[src/rtl/core/ptpd_pkg.sv]
// Shared types and constants for the perspective-divide point transform.
`timescale 1ns / 1ps

package ptpd_pkg;

    localparam int unsigned FRAC_BITS_DEFAULT = 16;
    localparam int unsigned DATA_W     = 32;
    localparam int unsigned CFG_W      = 64;
    localparam int unsigned NUM_REGS   = 8;
    localparam int unsigned ADDR_W     = 6;
    localparam int unsigned NUM_LANES  = 3;
    localparam int unsigned NUM_ROWS   = 4;
    localparam int unsigned SUM_W      = 66;
    localparam int unsigned MAG_W      = SUM_W - 1;
    localparam int unsigned Q_W        = 32;
    localparam int unsigned REM_W      = MAG_W + Q_W;
    localparam int unsigned FIFO_DEPTH = 4;
    localparam int unsigned PTR_W      = $clog2(FIFO_DEPTH);
    localparam int unsigned CNT_W      = PTR_W + 1;

    localparam int unsigned REG_ROW0_C01 = 0;
    localparam int unsigned REG_ROW1_C01 = 2;
    localparam int unsigned REG_ROW2_C23 = 5;
    localparam int unsigned REG_ROW3_C23 = 7;

    localparam logic [Q_W-1:0] Q_POS_MAX = 32'h7FFF_FFFF;
    localparam logic [Q_W-1:0] Q_NEG_MAX = 32'h8000_0000;

    typedef logic [NUM_REGS-1:0][CFG_W-1:0] cfg_bank_t;

    // one classified point between the front end and the divider
    typedef struct packed {
        logic [NUM_LANES-1:0][REM_W-1:0] num;
        logic [MAG_W-1:0]                den;
        logic [NUM_LANES-1:0]            neg;
        logic [NUM_LANES-1:0]            ovf;
        logic                            wzero;
    } ptpd_entry_t;

endpackage

[src/rtl/core/ptpd_queue.sv]
// Short queue between the front end and the divider.
`timescale 1ns / 1ps

module ptpd_queue (
    input  logic                  clk,
    input  logic                  rst_n,
    input  logic                  push,
    input  ptpd_pkg::ptpd_entry_t wr_data,
    input  logic                  pop,
    output ptpd_pkg::ptpd_entry_t rd_data,
    output logic                  full,
    output logic                  empty
);
    import ptpd_pkg::*;

    ptpd_entry_t      mem [FIFO_DEPTH];
    logic [PTR_W-1:0] wr_ptr_reg, rd_ptr_reg;
    logic [CNT_W-1:0] count_reg, count_next;

    assign full    = (count_reg == CNT_W'(FIFO_DEPTH));
    assign empty   = (count_reg == '0);
    assign rd_data = mem[rd_ptr_reg];

    always_comb
    begin
        count_next = count_reg + CNT_W'(push) - CNT_W'(pop);
    end

    always_ff @(posedge clk or negedge rst_n)
    begin
        if (!rst_n)
        begin
            wr_ptr_reg <= '0;
            rd_ptr_reg <= '0;
            count_reg  <= '0;
        end
        else
        begin
            if (push)
                wr_ptr_reg <= wr_ptr_reg + PTR_W'(1);
            if (pop)
                rd_ptr_reg <= rd_ptr_reg + PTR_W'(1);
            count_reg <= count_next;
        end
    end

    always_ff @(posedge clk)
    begin
        if (push)
            mem[wr_ptr_reg] <= wr_data;
    end

`ifndef ASSERT_OFF
    a_no_over: assert property (@(posedge clk) disable iff (!rst_n)
        count_reg <= CNT_W'(FIFO_DEPTH))
        else $error("queue count above depth");
    a_pop_ok: assert property (@(posedge clk) disable iff (!rst_n)
        pop |-> !empty)
        else $error("pop from empty queue");
    a_push_ok: assert property (@(posedge clk) disable iff (!rst_n)
        push |-> !full)
        else $error("push into full queue");
    a_count: assert property (@(posedge clk) disable iff (!rst_n)
        (push && !pop) |=> (count_reg == $past(count_reg) + CNT_W'(1)))
        else $error("queue count did not advance");
`endif

endmodule

[config.mk]
export PLATFORM = sky130hd
export DESIGN_NAME = ptpd_queue
export DESIGN_NICKNAME = d
export VERILOG_FILES = /design/src/rtl/core/ptpd_pkg.sv /design/src/rtl/core/ptpd_queue.sv
export SDC_FILE = /design/constraint.sdc
export NUM_CORES = 1
export LEC_CHECK = 0
export BUFFER_PORTS_ARGS = -buffer_cell sky130_fd_sc_hd__buf_2
export CAP_MARGIN = 20
export CORE_AREA = 3 3 444 226
export DETAILED_ROUTE_END_ITERATION = 10
export DIE_AREA = 0 0 447 229
export MAX_ROUTING_LAYER = met4
export PLACE_DENSITY = 0.85
export RECOVER_POWER = 100
export SYNTH_ARGS = -nofsm -noshare
export SYNTH_HDL_FRONTEND = slang
export SYNTH_SLANG_ARGS = --single-unit
[constraint.sdc]
create_clock -name clk -period 14.2 [get_ports clk]
set_clock_uncertainty 0.1 [all_clocks]
set_input_delay 2.84 -clock clk [delete_from_list [all_inputs] [get_ports clk]]
set_output_delay 2.84 -clock clk [all_outputs]
set_load 0.01 [all_outputs]
## Word level (Yosys, flattened, before mapping)

Memory sizes are Yosys's and may differ from the RTL's.
Index checks and enable logic that the tools add are counted.
W data, S select, Z words.

| storage, ports and cells | value |
|---|---|
| word-level logic and storage cells | 12 |
| RAM bits | 1452 |
| output and inout bits | 365 |
| memories | 1 |
| register bits after elaboration | 7 |
| input bits | 367 |

| cells by class | value |
|---|---|
| $add $sub $neg | 4 |
| reductions and logical operators | 1 |
| mux-type cells | 2 |
| eq/ne operators | 1 |

Memory list:

| memory | depth | bits a word | rd ports | clocked after Yosys merged registers in | wr ports | line | text |
|---|---|---|---|---|---|---|---|
| mem | 4 | 363 | 1 | 0 | 1 | ptpd_queue.sv:16 | `ptpd_entry_t mem [FIFO_DEPTH];` |

Operators by type and width:

| operator | number |
|---|---|
| $add A2 B1 Y2 const B | 2 |
| $add A3 B1 Y3 | 1 |
| $eq A3 B3 Y1 const B | 1 |
| $logic_not A3 Y1 | 1 |
| $sub A3 B1 Y3 | 1 |
| $mux W1 | 2 |

## Longest topological paths before layout

| depth | value |
|---|---|
| depth after elaboration | 2 |
| gate-level depth with buffers | 6 |
| mapped depth without buffers | 6 |

## Worst setup path after synthesis

Ideal clock, no wire load.

| timing path | value |
|---|---|
| path type | input-to-reg |
| start point | in push |
| end point | mem mem[1][0] (netlist name) (enable) |
| buffers on the path | 0 |
| cell stages on the path | 1 |
| path slack | 2319 ps |
| data arrival time | 11011 ps |
| cells stage by stage | and2_1 |

| on the way | value |
|---|---|
| word-level cells in the longest chain between the ends | 2 |

RTL lines:

| what | line | text |
|---|---|---|
| from (decl) | ptpd_queue.sv:7 | `input logic push,` |
| $mux W1 | ptpd_queue.sv:49 | `if (push)` |
| $mux W1 (implied by the code) | ptpd_queue.sv:50 | `mem[wr_ptr_reg] <= wr_data;` |
| to (decl) | ptpd_queue.sv:16 |  |

No other way between the ends.

## Final worst setup path

| timing path | value |
|---|---|
| start point | in push |
| end point | mem mem[0][166] (netlist name) (enable) |

The elaborated chain is that of the path after synthesis.

==> reports/qor.csv <==
metric;value;unit
Synth Area in Compound Gates;0.00942;%
number of buffers created by CTS;117;
Pwr Density;210;nW/um^2
number of global-route vias before repair;25825;
r2r worst-path depth;6;
Filler Cells Inserted;6570;
PortBufs;731;
max reg flops;1452;
GPL Wtd Cong;0.856;
adder-cell share of the synthesized area;0.179;%
Via Count;24454;
DRT Pass-1 Iters;5;
Worst EP arrival;10250;ps
Slew @ Worst Pin;4140;ps
WL met2;66700;um
io pins;732;
Final Setup Violations;0;
CP Capture Type;register;
Final Slew Violations;863;
Area after DPL;57700;sq um
Setup TNS Final;0;ps
HP Class;register to register;
DP Worst Slack;7430;ps
Post-CTS Repair Setup Buffers;0;
Max Cap Viol;16;
Multi-input gate area;8360;sq um
mux share of post-synthesis cell area;15.4;%
r2r endpoint;mem[0][166];
uppermost layer routed;met4;
H-tree depth;3;
Clock Path Buffers;3;
TritonCTS sink count;1459;
f_max;0.0988;GHz
final wirelength;122000;um
# resized after CTS;0;
post-route cell area;60600;sq um
DRC viols;0;
die width;447;um
worst setup path endpoint;mem[0][166];
Lkg Pwr;18.6;nW
synth top area cells;edfxtp_1, mux4_2, buf_12, buf_2, dfrtp_1;
Tcrit/Tclk final;71.3;%
met3 routed WL;6450;um
XOR/XNOR Fraction of Synth Area;0.0825;%
synthesized area;53100;sq um
Startpoint Class;primary input;
Antenna Violating Nets Remaining;0;
Ys Warns;0;
Simple-Gate Fraction of Synth Area;0.0825;%
synth unique cells;18;
slowest stage delay, CP;2770;ps
crit path kind;primary input to register;
RSZ-0062 raised after global routing;false;
synthesized netlist cell count;1931;
Slowest-stage cell, CP;clkbuf_1;
Worst slew margin;-176;%
DR iter-0 viols;2319;
Power Total;0.0127;W
Starting Density;54.7;%
layout cells sized above 1;19.0;%
Post-layout nets;3099;
PnR worst setup slack;4080;ps
leading area contributor after synthesis;edfxtp_1;
WL/cell;29.3;um
largest family of logic cells by synthesized area;multiplexers;
Layout area overhead;14.0;%
GRT Overall Usage;24.6;%
syn_nets;2305;
crit path time final;10120;ps
hold-fix buffers at CTS;0;
Root Driver;clkbuf_16;
Core ar.;97100;sq um
largest net degree at the start of global routing;174;
worst-path cell chain;clkbuf_1 > and2_0 > buf_12 > clkbuf_1 > clkbuf_1;
CTS tree;yes;
FF+latch count, synth;1459;
wl on met1;39800;um
drt via density;5.88;
clock slew at reported path FFs;70;ps
area fraction of the dominant cell type after synthesis;82.1;%
total gr overflow;0;
Worst Path Max Fanout;128;
register area share after synthesis;82.4;%
row count;81;
Syn Area/Cell;27.5;sq um
Die Footprint;102000;sq um
initial antenna violation count;59;
WP data required;14330;ps
first-pass GRT wire length;176000;um
Final HPWL DP;75900;um
crit path launch;push;
worst r2r src;wr_ptr_reg[0];
latest clock arrival within the worst-skew pair;720;ps
FF/Latch Area;43800;sq um
die height;229;um
outcome;complete, but fails checks;
violated checks;capacitance limit, slew limit;
Max IR drop VDD;0.209;mV
Reg2Reg Setup Slack;5830;ps
endpoints failing hold;0;
Crit path top cell by count;clkbuf_1;
==> worst max-delay path: cells and delay by family <==
kind                   cells  cell delay (ps)
and+or+nand+nor            1             2670
buffers and inverters      4             4520
==> how the worst min path moves through the flow <==
stage / from / to / slack, ps / cells past startpoint
after floorplan: wr_ptr_reg[0] / wr_ptr_reg[0] / 390 / 1
after global placement: wr_ptr_reg[0] / wr_ptr_reg[0] / 410 / 1
after detailed placement: wr_ptr_reg[0] / wr_ptr_reg[0] / 440 / 1
after CTS: wr_ptr_reg[0] / wr_ptr_reg[0] / 480 / 1
after global routing: wr_ptr_reg[0] / wr_ptr_reg[0] / 510 / 1
final: wr_ptr_reg[0] / wr_ptr_reg[0] / 490 / 1
==> final cells by class <==
type,instances,share of cell area [%]
well taps,1286,2.66
clock buffers,146,5.09
repair buffers,757,4.98
diodes,60,0.248
clock inverters,64,0.878
inverters,6,0.0372
multi-input cells,384,13.8
flip-flops and latches,1459,72.3
==> where the power goes <==
part	internal, W	leakage [nW]	switching (W)
Sequential	0.00568	13.4	0.000267
Clock	0.00165	1.74	0.00147
Combinational	0.00144	3.43	0.00221
Total	0.00877	18.6	0.00395
==> placed cells by master, fill, tap and decap left out, types with 3 or more instances in the layout <==
master	count
clkinvlp_4	4
xor2_1	3
diode_2	60
mux4_2	363
buf_12	8
bufinv_16	6
ha_1	6
dfrtp_1	6
and2_0	4
inv_1	6
edfxtp_1	1452
inv_6	3
clkbuf_1	764
clkinv_2	11
clkbuf_16	119
clkinv_1	32
clkinv_4	5
buf_4	3
buf_2	8
==> layer usage <==
metal / global-route usage (%) / vias to the layer above
met3: 4.86 / 374
met5: - / -
met2: 41.7 / 1051
met4: 15.8 / 0
li1: - / 10082
met1: 26.7 / 12947
==> cell families after synthesis <==
| logic type | Yosys count |
|---|---|
| XOR/XNOR | 5 |
| multiplexers | 363 |
| buffers and inverters | 88 |
| flip-flops | 1459 |
| AO/OA/AOI/OAI | 1 |
| adder cells (fa/ha/maj) | 7 |
| AND/OR/NAND/NOR | 8 |
==> Yosys cell counts (all sizes together) <==
cell type,count
xnor2,2
dfrtp,7
nand2,2
nor3,1
clkbuf,2
mux4,363
and3,1
xor2,3
o21ai,1
ha,6
fa,1
inv,6
and2,4
edfxtp,1452
buf,80
==> through the flow <==
step                      util (%)  hold WS [ps]  std cells
after floorplan                  -           394       1931
after detailed placement      59.5           442       3889
after global routing          62.4           512       4160
final                         62.4           494       4162
after CTS                     63.2           478       4099
after global placement        59.5           411       3889
Power figures use the tool's default switching activity.
